$ cat config.mk
export PLATFORM = sky130hd
export DESIGN_NAME = iso_timestamp_validator
export DESIGN_NICKNAME = d
export VERILOG_FILES = /design/src/hdl/its_pkg.sv /design/src/hdl/its_parser.sv /design/src/hdl/iso_timestamp_validator.sv
export SDC_FILE = /design/constraint.sdc
export NUM_CORES = 1
export LEC_CHECK = 0
export ABC_CLOCK_PERIOD_IN_PS = 5200
export BUFFER_PORTS_ARGS = -buffer_cell sky130_fd_sc_hd__buf_2
export CORE_MARGIN = 5
export CORE_UTILIZATION = 25
export CTS_BUF_LIST = sky130_fd_sc_hd__clkbuf_2 sky130_fd_sc_hd__clkbuf_4 sky130_fd_sc_hd__clkbuf_8
export CTS_CLUSTER_DIAMETER = 100
export DETAILED_ROUTE_END_ITERATION = 8
export GPL_ROUTABILITY_DRIVEN = 0
export HOLD_SLACK_MARGIN = 0.15
export RECOVER_POWER = 100
export SYNTH_ARGS = -nofsm -noshare
export SYNTH_HDL_FRONTEND = slang
export SYNTH_HIERARCHICAL = 1
export SYNTH_SLANG_ARGS = --single-unit
$ cat constraint.sdc
create_clock -name clk -period 5.2 [get_ports clk]
set_input_delay 0.52 -clock clk [delete_from_list [all_inputs] [get_ports clk]]
set_output_delay 0.52 -clock clk [all_outputs]
set_load 0.1 [all_outputs]
$ cat src/hdl/its_pkg.sv
// its_pkg: shared types, character codes and calendar helper for the timestamp validator.
// Used by its_parser and iso_timestamp_validator; depends on nothing.
`timescale 1ns / 1ps

package its_pkg;

	localparam logic [7:0] CHAR_ZERO  = 8'h30;
	localparam logic [7:0] CHAR_NINE  = 8'h39;
	localparam logic [7:0] CHAR_DASH  = 8'h2D;
	localparam logic [7:0] CHAR_T     = 8'h54;
	localparam logic [7:0] CHAR_COLON = 8'h3A;

	localparam logic [4:0] POS_DASH1  = 5'd4;
	localparam logic [4:0] POS_DASH2  = 5'd7;
	localparam logic [4:0] POS_T      = 5'd10;
	localparam logic [4:0] POS_COLON1 = 5'd13;
	localparam logic [4:0] POS_COLON2 = 5'd16;
	localparam logic [4:0] POS_CENT   = 5'd2;
	localparam logic [4:0] LEN_DATE   = 5'd10;
	localparam logic [4:0] LEN_FULL   = 5'd19;
	localparam logic [4:0] LEN_SAT    = 5'd20;

	localparam logic [6:0] MAX_HOUR   = 7'd23;
	localparam logic [6:0] MAX_MINSEC = 7'd59;
	localparam logic [6:0] MAX_MONTH  = 7'd12;

	localparam logic [0:0] REG_REQUIRE_TIME = 1'b0;

	// finished string as seen at its last character
	typedef struct packed {
		logic [13:0] year;
		logic [6:0]  month;
		logic [6:0]  day;
		logic [6:0]  hour;
		logic [6:0]  minute;
		logic [6:0]  second;
		logic [4:0]  len;
		logic        fmt_err;
		logic [1:0]  cent_mod4;    // century digits mod 4
		logic        low_nonzero;  // last two year digits are not both 0
	} its_snap_t;

	function automatic logic [4:0] month_days(input logic [3:0] m, input logic leap);
		logic [4:0] r;
		unique case (m)
			4'd2:                       r = leap ? 5'd29 : 5'd28;
			4'd4, 4'd6, 4'd9, 4'd11:    r = 5'd30;
			default:                    r = 5'd31;
		endcase
		return r;
	endfunction

endpackage

$ cat src/hdl/its_parser.sv
// its_parser: per-character field accumulation, separator checks and length count.
// Depends on its_pkg; gives the final snapshot combinationally for the word flagged last.
`timescale 1ns / 1ps

module its_parser (
	input  logic                clk,
	input  logic                arst_n,
	input  logic                accept,
	input  logic [7:0]          char_code,
	input  logic                last_char,
	input  logic                require_time,
	output its_pkg::its_snap_t  snap
);

	its_pkg::its_snap_t st_q;
	its_pkg::its_snap_t nx;
	logic [4:0] pos;
	logic       digit;
	logic [3:0] d;
	logic       checked;
	logic       is_sep;
	logic [7:0] sep;

	assign pos   = st_q.len;
	assign digit = (char_code >= its_pkg::CHAR_ZERO) && (char_code <= its_pkg::CHAR_NINE);
	assign d     = digit ? 4'(char_code - its_pkg::CHAR_ZERO) : 4'd0;
	assign checked = (pos < its_pkg::LEN_DATE) || ((pos < its_pkg::LEN_FULL) && require_time);

	always_comb begin
		is_sep = 1'b1;
		sep    = its_pkg::CHAR_DASH;
		priority if (pos == its_pkg::POS_DASH1 || pos == its_pkg::POS_DASH2) begin
			sep = its_pkg::CHAR_DASH;
		end else if (pos == its_pkg::POS_T) begin
			sep = its_pkg::CHAR_T;
		end else if (pos == its_pkg::POS_COLON1 || pos == its_pkg::POS_COLON2) begin
			sep = its_pkg::CHAR_COLON;
		end else begin
			is_sep = 1'b0;
		end
	end

	always_comb begin
		nx = st_q;
		if (pos < its_pkg::LEN_FULL) begin
			if (!is_sep) begin
				if (digit) begin
					priority if (pos < its_pkg::POS_DASH1) begin
						nx.year = 14'(st_q.year * 14'd10 + 14'(d));
						if (pos < its_pkg::POS_CENT) begin
							nx.cent_mod4 = 2'({st_q.cent_mod4[0], 1'b0} + d[1:0]);
						end else begin
							nx.low_nonzero = st_q.low_nonzero || (d != 4'd0);
						end
					end else if (pos < its_pkg::POS_DASH2) begin
						nx.month = 7'(st_q.month * 7'd10 + 7'(d));
					end else if (pos < its_pkg::POS_T) begin
						nx.day = 7'(st_q.day * 7'd10 + 7'(d));
					end else if (pos < its_pkg::POS_COLON1) begin
						nx.hour = 7'(st_q.hour * 7'd10 + 7'(d));
					end else if (pos < its_pkg::POS_COLON2) begin
						nx.minute = 7'(st_q.minute * 7'd10 + 7'(d));
					end else begin
						nx.second = 7'(st_q.second * 7'd10 + 7'(d));
					end
				end else if (checked) begin
					nx.fmt_err = 1'b1;
				end
			end else if (checked && char_code != sep) begin
				nx.fmt_err = 1'b1;
			end
		end
		if (pos < its_pkg::LEN_SAT) begin
			nx.len = 5'(pos + 5'd1);
		end
	end

	assign snap = nx;

	always_ff @(posedge clk or negedge arst_n) begin
		if (!arst_n) begin
			st_q <= '0;
		end else if (accept) begin
			if (last_char) begin
				st_q <= '0;
			end else begin
				st_q <= nx;
			end
		end
	end

endmodule

$ cat src/hdl/iso_timestamp_validator.sv
// iso_timestamp_validator: top level with APB register, snapshot stage and result register.
// Depends on its_pkg and its_parser.
// Throughput: one character word per cycle; input stalls only while a finished string
// waits in the snapshot stage behind a stalled result word.
// Last character fills the snapshot stage; out_valid rises once the result register loads.
// Reset clears the parser state and both stage valids; require_time resets to 1.
`timescale 1ns / 1ps

module iso_timestamp_validator (
	input  logic        clk,
	input  logic        arst_n,
	input  logic        psel,
	input  logic        penable,
	input  logic        pwrite,
	input  logic [2:0]  paddr,
	input  logic [31:0] pwdata,
	output logic [31:0] prdata,
	output logic        pready,
	input  logic        in_valid,
	output logic        in_stall,
	input  logic [7:0]  char_code,
	input  logic        last_char,
	output logic        out_valid,
	input  logic        out_stall,
	output logic        valid_res,
	output logic [13:0] year_out,
	output logic [3:0]  month_out,
	output logic [4:0]  day_out,
	output logic [4:0]  hour_out,
	output logic [5:0]  minute_out,
	output logic [5:0]  second_out
);

	logic               require_time_q;
	logic               in_acc;
	logic               s1_valid_q;
	logic               s1_full_s1;
	its_pkg::its_snap_t s1_snap_s1;
	its_pkg::its_snap_t snap;
	logic               out_load;
	logic               leap;
	logic [4:0]         mdays;
	logic               date_ok;
	logic               time_ok;
	logic               len_ok;
	logic               ok;

	// config port
	assign pready = 1'b1;
	assign prdata = (paddr[2] == its_pkg::REG_REQUIRE_TIME) ? {31'd0, require_time_q} : 32'd0;

	always_ff @(posedge clk or negedge arst_n) begin
		if (!arst_n) begin
			require_time_q <= 1'b1;
		end else if (psel && penable && pwrite && paddr[2] == its_pkg::REG_REQUIRE_TIME) begin
			require_time_q <= pwdata[0];
		end
	end

	// handshake
	assign out_load = s1_valid_q && (!out_valid || !out_stall);
	assign in_stall = s1_valid_q && !out_load;
	assign in_acc   = in_valid && !in_stall;

	its_parser u_parser (
		.clk          (clk),
		.arst_n       (arst_n),
		.accept       (in_acc),
		.char_code    (char_code),
		.last_char    (last_char),
		.require_time (require_time_q),
		.snap         (snap)
	);

	always_ff @(posedge clk or negedge arst_n) begin
		if (!arst_n) begin
			s1_valid_q <= 1'b0;
		end else if (in_acc && last_char) begin
			s1_valid_q <= 1'b1;
		end else if (out_load) begin
			s1_valid_q <= 1'b0;
		end
	end

	always_ff @(posedge clk) begin
		if (in_acc && last_char) begin
			s1_snap_s1 <= snap;
			s1_full_s1 <= require_time_q;
		end
	end

	// checks
	assign leap  = !s1_snap_s1.low_nonzero ? (s1_snap_s1.cent_mod4 == 2'd0)
	                                       : (s1_snap_s1.year[1:0] == 2'd0);
	assign mdays = its_pkg::month_days(s1_snap_s1.month[3:0], leap);
	assign date_ok = (s1_snap_s1.year != 14'd0) && (s1_snap_s1.month != 7'd0)
		&& (s1_snap_s1.month <= its_pkg::MAX_MONTH) && (s1_snap_s1.day != 7'd0)
		&& (s1_snap_s1.day <= {2'b00, mdays});
	assign time_ok = (s1_snap_s1.hour <= its_pkg::MAX_HOUR)
		&& (s1_snap_s1.minute <= its_pkg::MAX_MINSEC)
		&& (s1_snap_s1.second <= its_pkg::MAX_MINSEC);
	assign len_ok = s1_full_s1 ? (s1_snap_s1.len == its_pkg::LEN_FULL)
		: (s1_snap_s1.len == its_pkg::LEN_DATE || s1_snap_s1.len == its_pkg::LEN_FULL);
	assign ok = !s1_snap_s1.fmt_err && len_ok && date_ok && (!s1_full_s1 || time_ok);

	always_ff @(posedge clk or negedge arst_n) begin
		if (!arst_n) begin
			out_valid <= 1'b0;
		end else if (out_load) begin
			out_valid <= 1'b1;
		end else if (!out_stall) begin
			out_valid <= 1'b0;
		end
	end

	always_ff @(posedge clk) begin
		if (out_load) begin
			valid_res  <= ok;
			year_out   <= ok ? s1_snap_s1.year : 14'd0;
			month_out  <= ok ? s1_snap_s1.month[3:0] : 4'd0;
			day_out    <= ok ? s1_snap_s1.day[4:0] : 5'd0;
			hour_out   <= (ok && s1_full_s1) ? s1_snap_s1.hour[4:0] : 5'd0;
			minute_out <= (ok && s1_full_s1) ? s1_snap_s1.minute[5:0] : 6'd0;
			second_out <= (ok && s1_full_s1) ? s1_snap_s1.second[5:0] : 6'd0;
		end
	end

endmodule
==> results.md <==
- Slowest CP cell: o311ai_0
- Crit path kind: in -> reg
- Peak VDD IR: 0.1355 mV
- I/O pin cnt: 127
- Vias in the first global route: 6,605
- Area of the multi-input gates: 4576 um2
- Antenna violations before repair: 8
- Clk sinks: 161
- #FFs+latches synth: 161
- DRT Wirelength: 22,160 um
- Core ar.: 38,470 um2
- Max Root-Sink Buffers: 2
- Via density: 4.536
- First DRT Iteration DRCs: 541
- Detail Placement HPWL: 16,410 um
- Final Power: 2.898 mW
- Grt ovf: 0
- I/O Buffers: 61
- Largest net degree at the start of global routing: 62
- Post-synthesis instance total: 871
- Drt wl/cell: 15.18 um
- Register area: 4531 um2
- Area delta synth->final: 9.757%
- Hold buffers post-CTS: 0
- CP Max Fanout: 11
- Worst skew pair latency: 0.47 ns
- Crit share post-route: 77.88%
- CP required: 5.56 ns
- Critical-path cell list: clkbuf_1 -> and4bb_1 -> and3_1 -> ha_1 -> a21oi_1 -> o311ai_0 -> o31ai_1 -> o31a_1 -> or3_1 -> o21ai_0
- Max-cap violations: 7
- Slew headroom: -150.4%
- RSZ-0062 raised after global routing: no
- Min-Delay Path Class: in -> reg
- Worst setup EP type: register
- Delay-heaviest family, CP: compound AO/OA/AOI/OAI gates
- First-pass GRT wire length: 35,670 um
- Routed vias: 6,623
- Setup_tns: 0 ns
- Setup Buffers After CTS: 0
- Post-synth top flop: edfxtp_1
- Status: finished, violations left
- Hold Vio Cnt, Final: 0
- Post-synth top area share: 30.97%
- Final hold slack: 0.2738 ns
- Die Area: 42,820 um2
- Worst Path Arrival: 4.41 ns
- Worst-path clk slew: 0.11 ns
- Largest area contributor in the netlist: edfxtp_1
- Pwr dens: 272.4 nW/um2
- Max H-tree Level: 4
- Synth Area per Inst: 11.13 um2
- Worst slew pin tran: 3.757 ns
- LEAKAGE: 4.105 nW
- Nets: 1,043
- Synth area leaders: edfxtp_1, dfrtp_1, ha_1
- Total track usage: 10.59%
- Min cycle time layout: 4.050 ns
- Synth unique cells: 79
- Synth warn: 6
- Startpoint types: input port
- Failing checks: capacitance limit, slew limit
- Cts repair resizes: 0
- CTS tree: done
- F_max: 0.2469 GHz
- Starting Density: 25.20%
- Antenna Nets Post-Route: 0
- Max Transition Viols Final: 225
- Post-layout util: 27.66%
- Synth Cell Area: 9696 um2
- Filler cells: 4,051
- DRC: 0
- Crit path largest cell delay: 1.24 ns
- Post-synth EDFFs: 100
- Die Y: 206.9 um
- Final Skew: 0.02621 ns
- Num CTS Buffers: 17
- Final setup fails: 0
- Layout cell share with drive strength beyond 1: 10.22%
- Sequential cell area fraction in the yosys report: 46.73%
- Num rows: 72
- Die W: 206.9 um
- TritonRoute pass-1 iters: 5
- Bufs and invs on worst path: 1
- Root Buffer: clkbuf_8
- Ys async rst share: 37.89%
-- layer usage --
metal  part of all wire [%]  vias up  GRT usage [%]
li1                       -     3252              -
met1                     46     3148          14.09
met2                     45      184          16.73
met3                    8.1       29          3.593
met4                    1.0       10          2.526
met5                   0.30        -              0
-- cells in the final DEF, fill, tap and decap left out, types with 7 or more instances in the layout --
cell type / n
nand2_1: 124
edfxtp_1: 100
ha_1: 60
dfrtp_1: 60
clkbuf_1: 53
xnor2_1: 46
o21ai_0: 44
conb_1: 32
a22o_1: 32
inv_1: 31
a21oi_1: 25
nor2_1: 23
nor4_1: 23
nor3_1: 22
nand3_1: 20
clkbuf_8: 17
buf_2: 16
xor2_1: 16
mux2_2: 12
nor2b_1: 11
nor3b_1: 10
mux2_1: 10
nor3_2: 8
nand3b_1: 7
-- registers in the layout, indices dropped and copies added, names as in the netlist, 4 cells and up --
register       flops
day_out            5
second_out         6
minute_out         6
u_parser/st_q     53
year_out          14
month_out          4
hour_out           5
s1_snap_s1        58
u_parser/pos       5
-- cells by family (layout without fill, tap and decap cells) --
family	Yosys count	after routing	synth area share, %
compound gates	157	157	11.82
xor+xnor	62	62	5.601
fa+ha+maj	72	72	9.601
buf+inv	98	136	5.588
flops	161	161	46.73
mux	23	23	2.658
other cells	2	35	0.07746
simple gates	296	296	17.92
-- where the power goes --
group	internal (mW)	switching, mW	total [mW]
clock network	0.539	0.511	1.05
logic	0.0500	0.355	0.405
registers	1.41	0.0369	1.44
total	2.00	0.903	2.90
-- metrics by stage --
step | instance area, um2 | setup slack, ns | instances
floorplan | 9808 | 0.6544 | 901
global placement | 10460 | 1.534 | 1425
detailed placement | 10460 | 1.485 | 1425
CTS | 10910 | 1.758 | 1457
global route | 10640 | 0.8129 | 1459
finish | 10640 | 1.150 | 1460
-- cell usage after synthesis, types with 22 or more instances --
cell and number:
a22o_1 32, nand2_1 124, xnor2_1 46, nor3_2 22, mux2_2 22, inv_1 31
edfxtp_1 100, a21oi_1 25, ha_1 60, buf_4 33, dfrtp_1 60, nor2_1 23
o21ai_0 41
-- worst paths after layout --
kind                                     end  slack [ns]  cells after the start            start
max                        u_parser/st_q[56]        1.15                     10     char_code[6]
min                           require_time_q        0.27                      2        pwdata[0]
max reg2reg                u_parser/st_q[14]        1.20                      9  u_parser/pos[1]
min reg2reg                        out_valid        0.49                      1       s1_valid_q
max in group asynchronous   u_parser/st_q[2]        1.62                      2           arst_n
min in group asynchronous  u_parser/st_q[29]        1.46                      2           arst_n
-- area by class of cell --
cell class              instances  share of cell area, %
clock buffers                  17                  2.199
inverters                      31                  1.093
repair buffers                 73                  2.904
clock inverters                15                  2.069
diodes                          3                0.07055
multi-input cells             642                  43.00
well taps                     518                  6.091
flip-flops and latches        161                  42.57
No activity file was read; power rests on OpenSTA's default activity.
